<file path="src/hw/rtl/rsob_pkg.sv">
package rsob_pkg;

  // Channel and arithmetic widths
  localparam int unsigned ChanW   = 8;
  localparam int unsigned NumChan = 3;
  localparam int unsigned NumW    = 17;   // s*sA + dst part + oA/2 stays below 2^17
  localparam int unsigned QuotW   = 9;    // quotient bits 8..0, bit 8 flags saturation

  localparam logic [ChanW-1:0] ChanMax   = 8'd255;
  localparam logic [ChanW-1:0] RoundHalf = 8'd127;

  // x/255 = (x * 32897) >> 23, exact or one too high for x below 2^24
  localparam logic [15:0]  Recip255   = 16'd32897;
  localparam int unsigned  RecipShift = 23;

  // Configuration port
  localparam int unsigned CfgAddrW = 3;
  localparam int unsigned CfgDataW = 32;
  localparam logic        CfgIdxBlendMode = 1'b0;

  typedef enum logic {
    MODE_OVER    = 1'b0,
    MODE_REPLACE = 1'b1
  } blend_mode_t;

  typedef struct packed {
    logic [ChanW-1:0] red;
    logic [ChanW-1:0] green;
    logic [ChanW-1:0] blue;
    logic [ChanW-1:0] alpha;
  } pix_t;

  // Hand-off from the arithmetic front end to the divider
  typedef struct packed {
    logic [NumChan-1:0][NumW-1:0] num;   // rounded dividend per color channel
    logic [ChanW-1:0]             oa;    // output alpha, also the divisor
    logic                         byp;   // pass bpix straight through
    pix_t                         bpix;
  } div_in_t;

  // Fix the reciprocal estimate of x/255: step back by one if it overshoots
  function automatic logic [15:0] fix_div255(input logic [15:0] q_est,
                                             input logic [23:0] x);
    logic [23:0] back;
    back = {q_est, 8'd0} - {8'd0, q_est};
    return (back > x) ? (q_est - 16'd1) : q_est;
  endfunction

endpackage

</file>
<file path="src/hw/rtl/rsob_if.sv">
interface rsob_in_if;
  logic       valid;
  logic       ready;
  logic [7:0] src_red;
  logic [7:0] src_green;
  logic [7:0] src_blue;
  logic [7:0] src_alpha;
  logic [7:0] dst_red;
  logic [7:0] dst_green;
  logic [7:0] dst_blue;
  logic [7:0] dst_alpha;

  modport source (
    output valid, src_red, src_green, src_blue, src_alpha,
           dst_red, dst_green, dst_blue, dst_alpha,
    input  ready
  );
  modport sink (
    input  valid, src_red, src_green, src_blue, src_alpha,
           dst_red, dst_green, dst_blue, dst_alpha,
    output ready
  );
endinterface

interface rsob_out_if;
  logic       valid;
  logic       ready;
  logic [7:0] out_red;
  logic [7:0] out_green;
  logic [7:0] out_blue;
  logic [7:0] out_alpha;

  modport source (
    output valid, out_red, out_green, out_blue, out_alpha,
    input  ready
  );
  modport sink (
    input  valid, out_red, out_green, out_blue, out_alpha,
    output ready
  );
endinterface

</file>
<file path="src/hw/rtl/rsob_cfg.sv">
module rsob_cfg (
  input  logic                             clk,
  input  logic                             rst_n,
  input  logic                             psel,
  input  logic                             penable,
  input  logic                             pwrite,
  input  logic [rsob_pkg::CfgAddrW-1:0]    paddr,
  input  logic [rsob_pkg::CfgDataW-1:0]    pwdata,
  output logic [rsob_pkg::CfgDataW-1:0]    prdata,
  output logic                             pready,
  output rsob_pkg::blend_mode_t            blend_mode
);

  rsob_pkg::blend_mode_t blend_mode_r;
  logic                  reg_idx;
  logic                  wr_en;

  assign pready  = 1'b1;
  assign reg_idx = paddr[rsob_pkg::CfgAddrW-1];
  assign wr_en   = psel && penable && pwrite && pready;

  // Write the mode register; other indexes are ignored
  always_ff @(posedge clk) begin
    if (!rst_n) begin
      blend_mode_r <= rsob_pkg::MODE_OVER;
    end else if (wr_en && (reg_idx == rsob_pkg::CfgIdxBlendMode)) begin
      blend_mode_r <= rsob_pkg::blend_mode_t'(pwdata[0]);
    end
  end

  // Read back
  always_comb begin
    if (reg_idx == rsob_pkg::CfgIdxBlendMode) begin
      prdata = {{(rsob_pkg::CfgDataW-1){1'b0}}, blend_mode_r};
    end else begin
      prdata = '0;
    end
  end

  assign blend_mode = blend_mode_r;

endmodule

</file>
<file path="src/hw/rtl/rsob_front.sv">
module rsob_front (
  input  logic                   clk,
  input  logic                   rst_n,
  input  rsob_pkg::blend_mode_t  mode,
  input  logic                   in_valid,
  output logic                   in_ready,
  input  rsob_pkg::pix_t         src,
  input  rsob_pkg::pix_t         dst,
  output logic                   out_valid,
  input  logic                   out_ready,
  output rsob_pkg::div_in_t      out_data
);

  localparam int unsigned NStg = 4;
  localparam int unsigned NC   = rsob_pkg::NumChan;

  logic [NStg-1:0] v_r;
  logic [NStg-1:0] en;

  // Stage 0 combinational
  logic [7:0]            inv;
  logic [NC-1:0][7:0]    s_ch;
  logic [NC-1:0][7:0]    d_ch;
  logic [15:0]           pa_nxt;
  logic [NC-1:0][15:0]   sc_nxt;
  logic                  byp_nxt;
  rsob_pkg::pix_t        bpix_nxt;

  // Stage 1 registers
  logic [15:0]           pa1_r;
  logic [NC-1:0][15:0]   sc1_r;
  logic [NC-1:0][7:0]    d1_r;
  logic [7:0]            sa1_r;
  logic                  byp1_r;
  rsob_pkg::pix_t        bpix1_r;

  // Stage 2
  logic [15:0]           xa;
  logic [31:0]           ea;
  logic [NC-1:0][23:0]   dp_nxt;
  logic [8:0]            qae2_r;
  logic [15:0]           xa2_r;
  logic [NC-1:0][23:0]   dp2_r;
  logic [NC-1:0][15:0]   sc2_r;
  logic [7:0]            sa2_r;
  logic                  byp2_r;
  rsob_pkg::pix_t        bpix2_r;

  // Stage 3
  logic [15:0]           qa;
  logic [8:0]            oa_full;
  logic [7:0]            oa_nxt;
  logic [NC-1:0][23:0]   x_nxt;
  logic [NC-1:0][39:0]   e_prod;
  logic [NC-1:0][15:0]   qe_nxt;
  logic [7:0]            oa3_r;
  logic [NC-1:0][15:0]   qe3_r;
  logic [NC-1:0][23:0]   x3_r;
  logic [NC-1:0][15:0]   sc3_r;
  logic                  byp3_r;
  rsob_pkg::pix_t        bpix3_r;

  // Stage 4
  logic [NC-1:0][15:0]              dpart;
  logic [NC-1:0][rsob_pkg::NumW-1:0] num_nxt;
  rsob_pkg::div_in_t                out_r;

  // Advance a stage when it is empty or the next one advances
  always_comb begin
    en[NStg-1] = !v_r[NStg-1] || out_ready;
    for (int k = NStg - 2; k >= 0; k--) begin
      en[k] = !v_r[k] || en[k+1];
    end
  end

  assign in_ready  = en[0];
  assign out_valid = v_r[NStg-1];
  assign out_data  = out_r;

  always_ff @(posedge clk) begin
    if (!rst_n) begin
      v_r <= '0;
    end else begin
      if (en[0]) begin
        v_r[0] <= in_valid;
      end
      for (int k = 1; k < NStg; k++) begin
        if (en[k]) begin
          v_r[k] <= v_r[k-1];
        end
      end
    end
  end

  // Products on the raw pixel; decide the pass-through cases
  always_comb begin
    s_ch[0] = src.red;
    s_ch[1] = src.green;
    s_ch[2] = src.blue;
    d_ch[0] = dst.red;
    d_ch[1] = dst.green;
    d_ch[2] = dst.blue;
    inv     = rsob_pkg::ChanMax - src.alpha;
    pa_nxt  = {8'd0, dst.alpha} * {8'd0, inv};
    for (int i = 0; i < NC; i++) begin
      sc_nxt[i] = {8'd0, s_ch[i]} * {8'd0, src.alpha};
    end
    byp_nxt  = (mode == rsob_pkg::MODE_REPLACE) || (src.alpha == 8'd0);
    bpix_nxt = (mode == rsob_pkg::MODE_REPLACE) ? src : dst;
  end

  always_ff @(posedge clk) begin
    if (en[0]) begin
      pa1_r   <= pa_nxt;
      sc1_r   <= sc_nxt;
      d1_r    <= d_ch;
      sa1_r   <= src.alpha;
      byp1_r  <= byp_nxt;
      bpix1_r <= bpix_nxt;
    end
  end

  // Alpha reciprocal product and d*dA*(255-sA)
  always_comb begin
    xa = pa1_r + {8'd0, rsob_pkg::RoundHalf};
    ea = {16'd0, xa} * {16'd0, rsob_pkg::Recip255};
    for (int i = 0; i < NC; i++) begin
      dp_nxt[i] = {16'd0, d1_r[i]} * {8'd0, pa1_r};
    end
  end

  always_ff @(posedge clk) begin
    if (en[1]) begin
      qae2_r  <= ea[rsob_pkg::RecipShift +: 9];
      xa2_r   <= xa;
      dp2_r   <= dp_nxt;
      sc2_r   <= sc1_r;
      sa2_r   <= sa1_r;
      byp2_r  <= byp1_r;
      bpix2_r <= bpix1_r;
    end
  end

  // Finish output alpha; reciprocal product per color channel
  always_comb begin
    qa      = rsob_pkg::fix_div255({7'd0, qae2_r}, {8'd0, xa2_r});
    oa_full = {1'b0, sa2_r} + qa[8:0];
    oa_nxt  = oa_full[8] ? rsob_pkg::ChanMax : oa_full[7:0];
    for (int i = 0; i < NC; i++) begin
      x_nxt[i]  = dp2_r[i] + {16'd0, rsob_pkg::RoundHalf};
      e_prod[i] = {16'd0, x_nxt[i]} * {24'd0, rsob_pkg::Recip255};
      qe_nxt[i] = e_prod[i][rsob_pkg::RecipShift +: 16];
    end
  end

  always_ff @(posedge clk) begin
    if (en[2]) begin
      oa3_r   <= oa_nxt;
      qe3_r   <= qe_nxt;
      x3_r    <= x_nxt;
      sc3_r   <= sc2_r;
      byp3_r  <= byp2_r;
      bpix3_r <= bpix2_r;
    end
  end

  // Form the rounded dividend per channel
  always_comb begin
    for (int i = 0; i < NC; i++) begin
      dpart[i]   = rsob_pkg::fix_div255(qe3_r[i], x3_r[i]);
      num_nxt[i] = {1'b0, sc3_r[i]} + {1'b0, dpart[i]} + {10'd0, oa3_r[7:1]};
    end
  end

  always_ff @(posedge clk) begin
    if (en[3]) begin
      out_r.num  <= num_nxt;
      out_r.oa   <= oa3_r;
      out_r.byp  <= byp3_r;
      out_r.bpix <= bpix3_r;
    end
  end

endmodule

</file>
<file path="src/hw/rtl/rsob_div.sv">
module rsob_div (
  input  logic               clk,
  input  logic               rst_n,
  input  logic               in_valid,
  output logic               in_ready,
  input  rsob_pkg::div_in_t  in_data,
  output logic               out_valid,
  input  logic               out_ready,
  output rsob_pkg::pix_t     out_pix
);

  localparam int unsigned NStg = rsob_pkg::QuotW;
  localparam int unsigned NC   = rsob_pkg::NumChan;
  localparam int unsigned NW   = rsob_pkg::NumW;

  logic [NStg-1:0] v_r;
  logic [NStg-1:0] en;

  // Stage registers
  logic [NC-1:0][NW-1:0]   rem_r  [NStg];
  logic [NC-1:0][NStg-1:0] q_r    [NStg];
  logic [7:0]              oa_r   [NStg];
  logic                    byp_r  [NStg];
  rsob_pkg::pix_t          bpix_r [NStg];

  // Stage inputs and next values
  logic [NC-1:0][NW-1:0]   rem_in  [NStg];
  logic [NC-1:0][NStg-1:0] q_in    [NStg];
  logic [7:0]              oa_in   [NStg];
  logic [NC-1:0][NW-1:0]   rem_nxt [NStg];
  logic [NC-1:0][NStg-1:0] q_nxt   [NStg];
  logic [NW-1:0]           dsh     [NStg];

  logic [NC-1:0][7:0]      chan_res;
  logic                    oa_zero;

  // Advance a stage when it is empty or the next one advances
  always_comb begin
    en[NStg-1] = !v_r[NStg-1] || out_ready;
    for (int k = NStg - 2; k >= 0; k--) begin
      en[k] = !v_r[k] || en[k+1];
    end
  end

  assign in_ready  = en[0];
  assign out_valid = v_r[NStg-1];

  always_ff @(posedge clk) begin
    if (!rst_n) begin
      v_r <= '0;
    end else begin
      if (en[0]) begin
        v_r[0] <= in_valid;
      end
      for (int k = 1; k < NStg; k++) begin
        if (en[k]) begin
          v_r[k] <= v_r[k-1];
        end
      end
    end
  end

  // One quotient bit per stage, most significant first
  always_comb begin
    for (int k = 0; k < NStg; k++) begin
      if (k == 0) begin
        rem_in[k] = in_data.num;
        q_in[k]   = '0;
        oa_in[k]  = in_data.oa;
      end else begin
        rem_in[k] = rem_r[k-1];
        q_in[k]   = q_r[k-1];
        oa_in[k]  = oa_r[k-1];
      end
      dsh[k] = {{(NW-8){1'b0}}, oa_in[k]} << (NStg - 1 - k);
      for (int i = 0; i < NC; i++) begin
        q_nxt[k][i] = q_in[k][i];
        if (rem_in[k][i] >= dsh[k]) begin
          rem_nxt[k][i]             = rem_in[k][i] - dsh[k];
          q_nxt[k][i][NStg - 1 - k] = 1'b1;
        end else begin
          rem_nxt[k][i]             = rem_in[k][i];
          q_nxt[k][i][NStg - 1 - k] = 1'b0;
        end
      end
    end
  end

  always_ff @(posedge clk) begin
    for (int k = 0; k < NStg; k++) begin
      if (en[k]) begin
        rem_r[k] <= rem_nxt[k];
        q_r[k]   <= q_nxt[k];
        oa_r[k]  <= oa_in[k];
        if (k == 0) begin
          byp_r[k]  <= in_data.byp;
          bpix_r[k] <= in_data.bpix;
        end else begin
          byp_r[k]  <= byp_r[k-1];
          bpix_r[k] <= bpix_r[k-1];
        end
      end
    end
  end

  // Saturate, guard zero alpha, select the pass-through pixel
  always_comb begin
    oa_zero = (oa_r[NStg-1] == 8'd0);
    for (int i = 0; i < NC; i++) begin
      if (oa_zero) begin
        chan_res[i] = 8'd0;
      end else if (q_r[NStg-1][i][NStg-1]) begin
        chan_res[i] = rsob_pkg::ChanMax;
      end else begin
        chan_res[i] = q_r[NStg-1][i][7:0];
      end
    end
    if (byp_r[NStg-1]) begin
      out_pix = bpix_r[NStg-1];
    end else begin
      out_pix.red   = chan_res[0];
      out_pix.green = chan_res[1];
      out_pix.blue  = chan_res[2];
      out_pix.alpha = oa_r[NStg-1];
    end
  end

endmodule

</file>
<file path="src/hw/rtl/rgba8_source_over_blend_unit.sv">
// Source-over blend of straight-alpha RGBA8 pixels.
// in_px carries one source and one destination pixel per request; out_px
// returns the new destination pixel, one result per request, in order.
// Both channels use valid/ready; a request moves on a clock edge where both
// are high. The cfg_ port is APB-style: register 0 (byte address 0) holds
// blend_mode, 0 = source-over, 1 = replace with the source pixel. Change it
// only while no request is in flight.
// Throughput: one pixel per clock while out_px is not stalled. A request
// passes through four arithmetic stages (alpha products, reciprocal divide
// by 255, rounding sum) followed by a nine-stage restoring divider that
// yields one quotient bit per stage for each color channel.
// When out_px is stalled, the pipeline keeps filling its empty stages and
// in_px.ready drops only once every stage holds a pixel; nothing is lost or
// repeated. Reset (rst_n low, synchronous) empties the pipeline and sets
// blend_mode to source-over.
module rgba8_source_over_blend_unit (
  input  logic                          clk,
  input  logic                          rst_n,
  rsob_in_if.sink                       in_px,
  rsob_out_if.source                    out_px,
  input  logic                          cfg_psel,
  input  logic                          cfg_penable,
  input  logic                          cfg_pwrite,
  input  logic [rsob_pkg::CfgAddrW-1:0] cfg_paddr,
  input  logic [rsob_pkg::CfgDataW-1:0] cfg_pwdata,
  output logic [rsob_pkg::CfgDataW-1:0] cfg_prdata,
  output logic                          cfg_pready
);

  rsob_pkg::blend_mode_t blend_mode;
  rsob_pkg::pix_t        src_pix;
  rsob_pkg::pix_t        dst_pix;
  rsob_pkg::pix_t        res_pix;
  rsob_pkg::div_in_t     div_data;
  logic                  div_valid;
  logic                  div_ready;

  // Pack the request fields
  assign src_pix = '{red: in_px.src_red, green: in_px.src_green,
                     blue: in_px.src_blue, alpha: in_px.src_alpha};
  assign dst_pix = '{red: in_px.dst_red, green: in_px.dst_green,
                     blue: in_px.dst_blue, alpha: in_px.dst_alpha};

  rsob_cfg u_cfg (
    .clk        (clk),
    .rst_n      (rst_n),
    .psel       (cfg_psel),
    .penable    (cfg_penable),
    .pwrite     (cfg_pwrite),
    .paddr      (cfg_paddr),
    .pwdata     (cfg_pwdata),
    .prdata     (cfg_prdata),
    .pready     (cfg_pready),
    .blend_mode (blend_mode)
  );

  rsob_front u_front (
    .clk       (clk),
    .rst_n     (rst_n),
    .mode      (blend_mode),
    .in_valid  (in_px.valid),
    .in_ready  (in_px.ready),
    .src       (src_pix),
    .dst       (dst_pix),
    .out_valid (div_valid),
    .out_ready (div_ready),
    .out_data  (div_data)
  );

  rsob_div u_div (
    .clk       (clk),
    .rst_n     (rst_n),
    .in_valid  (div_valid),
    .in_ready  (div_ready),
    .in_data   (div_data),
    .out_valid (out_px.valid),
    .out_ready (out_px.ready),
    .out_pix   (res_pix)
  );

  // Unpack the result
  assign out_px.out_red   = res_pix.red;
  assign out_px.out_green = res_pix.green;
  assign out_px.out_blue  = res_pix.blue;
  assign out_px.out_alpha = res_pix.alpha;

endmodule

</file>
<file path="src/flat_wrapper.sv">
// flat-port wrapper written by rule: the top's interface ports become plain ports
module rgba8_source_over_blend_unit_flat 
  (clk, rst_n, cfg_psel, cfg_penable, cfg_pwrite, cfg_paddr, cfg_pwdata, cfg_prdata, cfg_pready, in_px_valid, in_px_src_red, in_px_src_green, in_px_src_blue, in_px_src_alpha, in_px_dst_red, in_px_dst_green, in_px_dst_blue, in_px_dst_alpha, in_px_ready, out_px_valid, out_px_out_red, out_px_out_green, out_px_out_blue, out_px_out_alpha, out_px_ready);
  rsob_in_if in_px_i ();
  rsob_out_if out_px_i ();
  input  logic clk;
  input  logic rst_n;
  input  logic cfg_psel;
  input  logic cfg_penable;
  input  logic cfg_pwrite;
  input  logic [rsob_pkg::CfgAddrW-1:0] cfg_paddr;
  input  logic [rsob_pkg::CfgDataW-1:0] cfg_pwdata;
  output logic [rsob_pkg::CfgDataW-1:0] cfg_prdata;
  output logic cfg_pready;
  input wire logic [$bits(in_px_i.valid)-1:0] in_px_valid;
  input wire logic [$bits(in_px_i.src_red)-1:0] in_px_src_red;
  input wire logic [$bits(in_px_i.src_green)-1:0] in_px_src_green;
  input wire logic [$bits(in_px_i.src_blue)-1:0] in_px_src_blue;
  input wire logic [$bits(in_px_i.src_alpha)-1:0] in_px_src_alpha;
  input wire logic [$bits(in_px_i.dst_red)-1:0] in_px_dst_red;
  input wire logic [$bits(in_px_i.dst_green)-1:0] in_px_dst_green;
  input wire logic [$bits(in_px_i.dst_blue)-1:0] in_px_dst_blue;
  input wire logic [$bits(in_px_i.dst_alpha)-1:0] in_px_dst_alpha;
  output wire logic [$bits(in_px_i.ready)-1:0] in_px_ready;
  output wire logic [$bits(out_px_i.valid)-1:0] out_px_valid;
  output wire logic [$bits(out_px_i.out_red)-1:0] out_px_out_red;
  output wire logic [$bits(out_px_i.out_green)-1:0] out_px_out_green;
  output wire logic [$bits(out_px_i.out_blue)-1:0] out_px_out_blue;
  output wire logic [$bits(out_px_i.out_alpha)-1:0] out_px_out_alpha;
  input wire logic [$bits(out_px_i.ready)-1:0] out_px_ready;
  assign in_px_i.valid = in_px_valid;
  assign in_px_i.src_red = in_px_src_red;
  assign in_px_i.src_green = in_px_src_green;
  assign in_px_i.src_blue = in_px_src_blue;
  assign in_px_i.src_alpha = in_px_src_alpha;
  assign in_px_i.dst_red = in_px_dst_red;
  assign in_px_i.dst_green = in_px_dst_green;
  assign in_px_i.dst_blue = in_px_dst_blue;
  assign in_px_i.dst_alpha = in_px_dst_alpha;
  assign in_px_ready = in_px_i.ready;
  assign out_px_valid = out_px_i.valid;
  assign out_px_out_red = out_px_i.out_red;
  assign out_px_out_green = out_px_i.out_green;
  assign out_px_out_blue = out_px_i.out_blue;
  assign out_px_out_alpha = out_px_i.out_alpha;
  assign out_px_i.ready = out_px_ready;
  rgba8_source_over_blend_unit u_core (.clk(clk), .rst_n(rst_n), .in_px(in_px_i), .out_px(out_px_i), .cfg_psel(cfg_psel), .cfg_penable(cfg_penable), .cfg_pwrite(cfg_pwrite), .cfg_paddr(cfg_paddr), .cfg_pwdata(cfg_pwdata), .cfg_prdata(cfg_prdata), .cfg_pready(cfg_pready));
endmodule
</file>
<file path="config.mk">
export PLATFORM = sky130hd
export DESIGN_NAME = rgba8_source_over_blend_unit_flat
export DESIGN_NICKNAME = d
export VERILOG_FILES = /design/src/hw/rtl/rsob_pkg.sv /design/src/hw/rtl/rsob_if.sv /design/src/hw/rtl/rsob_cfg.sv /design/src/hw/rtl/rsob_front.sv /design/src/hw/rtl/rsob_div.sv /design/src/hw/rtl/rgba8_source_over_blend_unit.sv /design/src/flat_wrapper.sv
export SDC_FILE = /design/constraint.sdc
export NUM_CORES = 2
export LEC_CHECK = 0
export ABC_AREA = 1
export ABC_CLOCK_PERIOD_IN_PS = 18750
export BUFFER_PORTS_ARGS = -buffer_cell sky130_fd_sc_hd__buf_2
export CAP_MARGIN = 30
export CORE_MARGIN = 2
export CORE_UTILIZATION = 65
export DETAILED_ROUTE_END_ITERATION = 10
export PLACE_DENSITY = 0.92
export SYNTH_ARGS = -nofsm -noshare
export SYNTH_HDL_FRONTEND = slang
export SYNTH_SLANG_ARGS = --single-unit
export TNS_END_PERCENT = 30
</file>
<file path="constraint.sdc">
create_clock -name clk -period 18.75 [get_ports clk]
set_input_delay 0.9375 -clock clk [delete_from_list [all_inputs] [get_ports clk]]
set_output_delay 0.9375 -clock clk [all_outputs]
set_load 0.005 [all_outputs]
</file>
==> qor.txt <==
status: complete, no violations
most frequent cells in the layout: nand2_1 (2117), inv_1 (1764), edfxtp_1 (1528)
share of layout cells above drive strength 1: 0.0482
Worst slew margin: 0.339
HPWL Detailed: 191000 um
Rows: 146
slowest stage cell, crit path: o21ai_0
Main synth FF type: edfxtp_1
gp weighted congestion: 0.953
width of the chip: 403 um
hold slack: 350 ps
area of the core: 158000 um^2
Pre-antenna DRT Iters: 7
minimum clock period: 7400 ps
Crit path largest cell delay: 700 ps
Max Slew Vio Count: 0
reg2reg start: u_core.u_front.qe3_r[40]
CP Launch Point: u_core.u_front.qe3_r[40]
critical path arrival: 7900 ps
post-route insts no fill: 12778
# hold bufs at CTS: 0
CTS Sinks: 1542
Routed Wire Length: 252000 um
Final setup viols: 0
antenna violations before repair: 13
Crit Path Max Fanout: 24
setup TNS: 0 ps
worst slew pin tran: 992 ps
DRT iter0 DRCs: 7706
buffers added on ports: 107
Mean Syn Cell Area: 9.88 um^2
Synth Register Bits: 1542
CTS Root Cell: clkbuf_16
Final period util: 0.395
max frequency: 0.135 GHz
Die ar.: 162000 um^2
Post-synth EDFFs: 1528
Syn Std Cell Area: 103000 um^2
Ports: 173
layout net count: 12208
Critical Path Source Type: flip-flop
critical path type: flip-flop to flip-flop
Hold Path Origin: in_px_dst_green[4]
area growth from synthesis to layout: 7.50%
Worst Hold Class: input port to flip-flop
wire length per cell: 19.7 um
vias: 74907
post-layout instance area: 111000 um^2
global-route usage over all layers: 0.312
die height: 403 um
Mapped Cells: 10467
Detail Route Antenna Nets: 0
crit end category: flip-flop
RSZ-0062 raised after global routing: no
CTS Buf Count: 157
Synth Warn #: 0
DRC violations left: 0
Placed Area: 106000 um^2
Max Cap Viol: 0
CTS resizes: 0
Yosys top cell by area: edfxtp_1
H-tree level count: 4
largest net degree at the start of global routing: 82
ys async rst share: 0
Placed Cells: 12488
clk_lat worst skew: 810 ps
CTS tree: yes
initial core utilization: 0.653
cell mode on critical path: nand3_1
Clock Pin Slew Worst Setup and Hold Paths: 60 ps
commonest non-fill, non-tap cell in the layout: nand2_1
Final Hold Fails: 0
via/cell ratio: 5.86
Yosys top cell area share: 0.444
data required time of the worst path: 19250 ps
Layout Skew: 64.0 ps
register area share after synthesis: 0.447
deepest clock path buffer count: 3
post-synth cell types: 69
gr ovfl total: 0
first-pass GRT wire length: 398000 um
Post-CTS Setup Bufs: 0
synth top area cells: edfxtp_1 (44%), ha_1 (13%), fa_1 (9.0%)
vias in the first global route: 76272
## through the flow
step | utilization | worst slack (ps)
final | 0.702 | 11350
after floorplan | - | 8280
after detailed placement | 0.670 | 11510
after CTS | 0.702 | 11470
after global placement | 0.669 | 11620
after global routing | 0.702 | 10920
## flip-flops by register name, summed over array words and instances, names as in the netlist, 72 cells and up
signal	flops
u_core.u_div.rem_r	408
u_core.u_div.bpix_r	288
u_core.u_front.out_data	92
u_core.u_div.oa_r	72
u_core.u_front.x3_r	72
u_core.u_front.dp2_r	72
u_core.u_div.q_r	135
## per-layer routing
metal / global-route usage / vias to the layer above / part of all wire
li1: - / 34881 / -
met1: 0.374 / 35418 / 0.37
met2: 0.537 / 3695 / 0.49
met3: 0.0585 / 899 / 0.083
met4: 0.159 / 14 / 0.056
met5: 0 / - / 0.00038
## Yosys cell counts, types with 12 or more instances
master / number
buf_2: 34
nor4_1: 54
fa_1: 466
clkbuf_1: 150
nand2_2: 16
xor2_1: 391
nand3_1: 270
a211oi_1: 16
inv_2: 26
inv_1: 1769
nand4_1: 106
o2111ai_1: 16
nor3_1: 137
nand3b_1: 22
a21boi_0: 15
buf_4: 40
and2_1: 16
o21ai_1: 52
a21o_1: 58
edfxtp_1: 1528
o21ai_2: 12
o21ai_0: 428
ha_1: 1060
dfxtp_1: 14
a21oi_1: 556
o21bai_1: 36
or2_2: 28
xnor2_1: 156
nand2_1: 2118
o21a_1: 26
a31oi_1: 53
nor2_1: 658
o211ai_1: 24
## path summary, 6_finish.rpt
kind,slack (ps),endpoint,cells after the start
setup / recovery,11350,u_core.u_front.out_data[88],28
hold / removal,350,u_core.u_front.d1_r[12],1
setup reg to reg,11350,u_core.u_front.out_data[88],28
hold reg to reg,380,u_core.u_div.bpix_r[0][73],0
## cell type report
class                      instances  area [um^2]
timing repair buffer             154          928
multi-input combinational       6924        49500
clock buffer                     185         4050
clock inverter                   101         1100
tap                             2072         2590
fill                           10832        47100
inverter                        1797         6760
sequential                      1542        46200
antenna                            3         7.51
## logic make-up (layout without fill, tap and decap cells)
kind of cell               Yosys count  after routing  share of synthesized area
DFF                               1542           1542                      0.447
and+or+nand+nor                   3474           3474                      0.140
other                                2             35                  0.0000727
AOI/OAI and AO/OA                 1343           1343                     0.0726
xor gates and xnor gates           549            549                     0.0467
adders and majority gates         1526           1526                      0.219
buffers and inverters             2031           2237                     0.0759
## worst max-delay path: cells and delay by family, from the launching register on
family                     cells  cell delay (ps)
buffers and inverters          2              300
AOI/OAI and AO/OA              7             2010
and+or+nand+nor               12             2200
adders and majority gates      5             1790
xor gates and xnor gates       2              340
DFF                            1              470
Power is left out: the tool's default activity adds up to more than one toggle a clock period on the data nets, which glitch-free logic cannot reach.
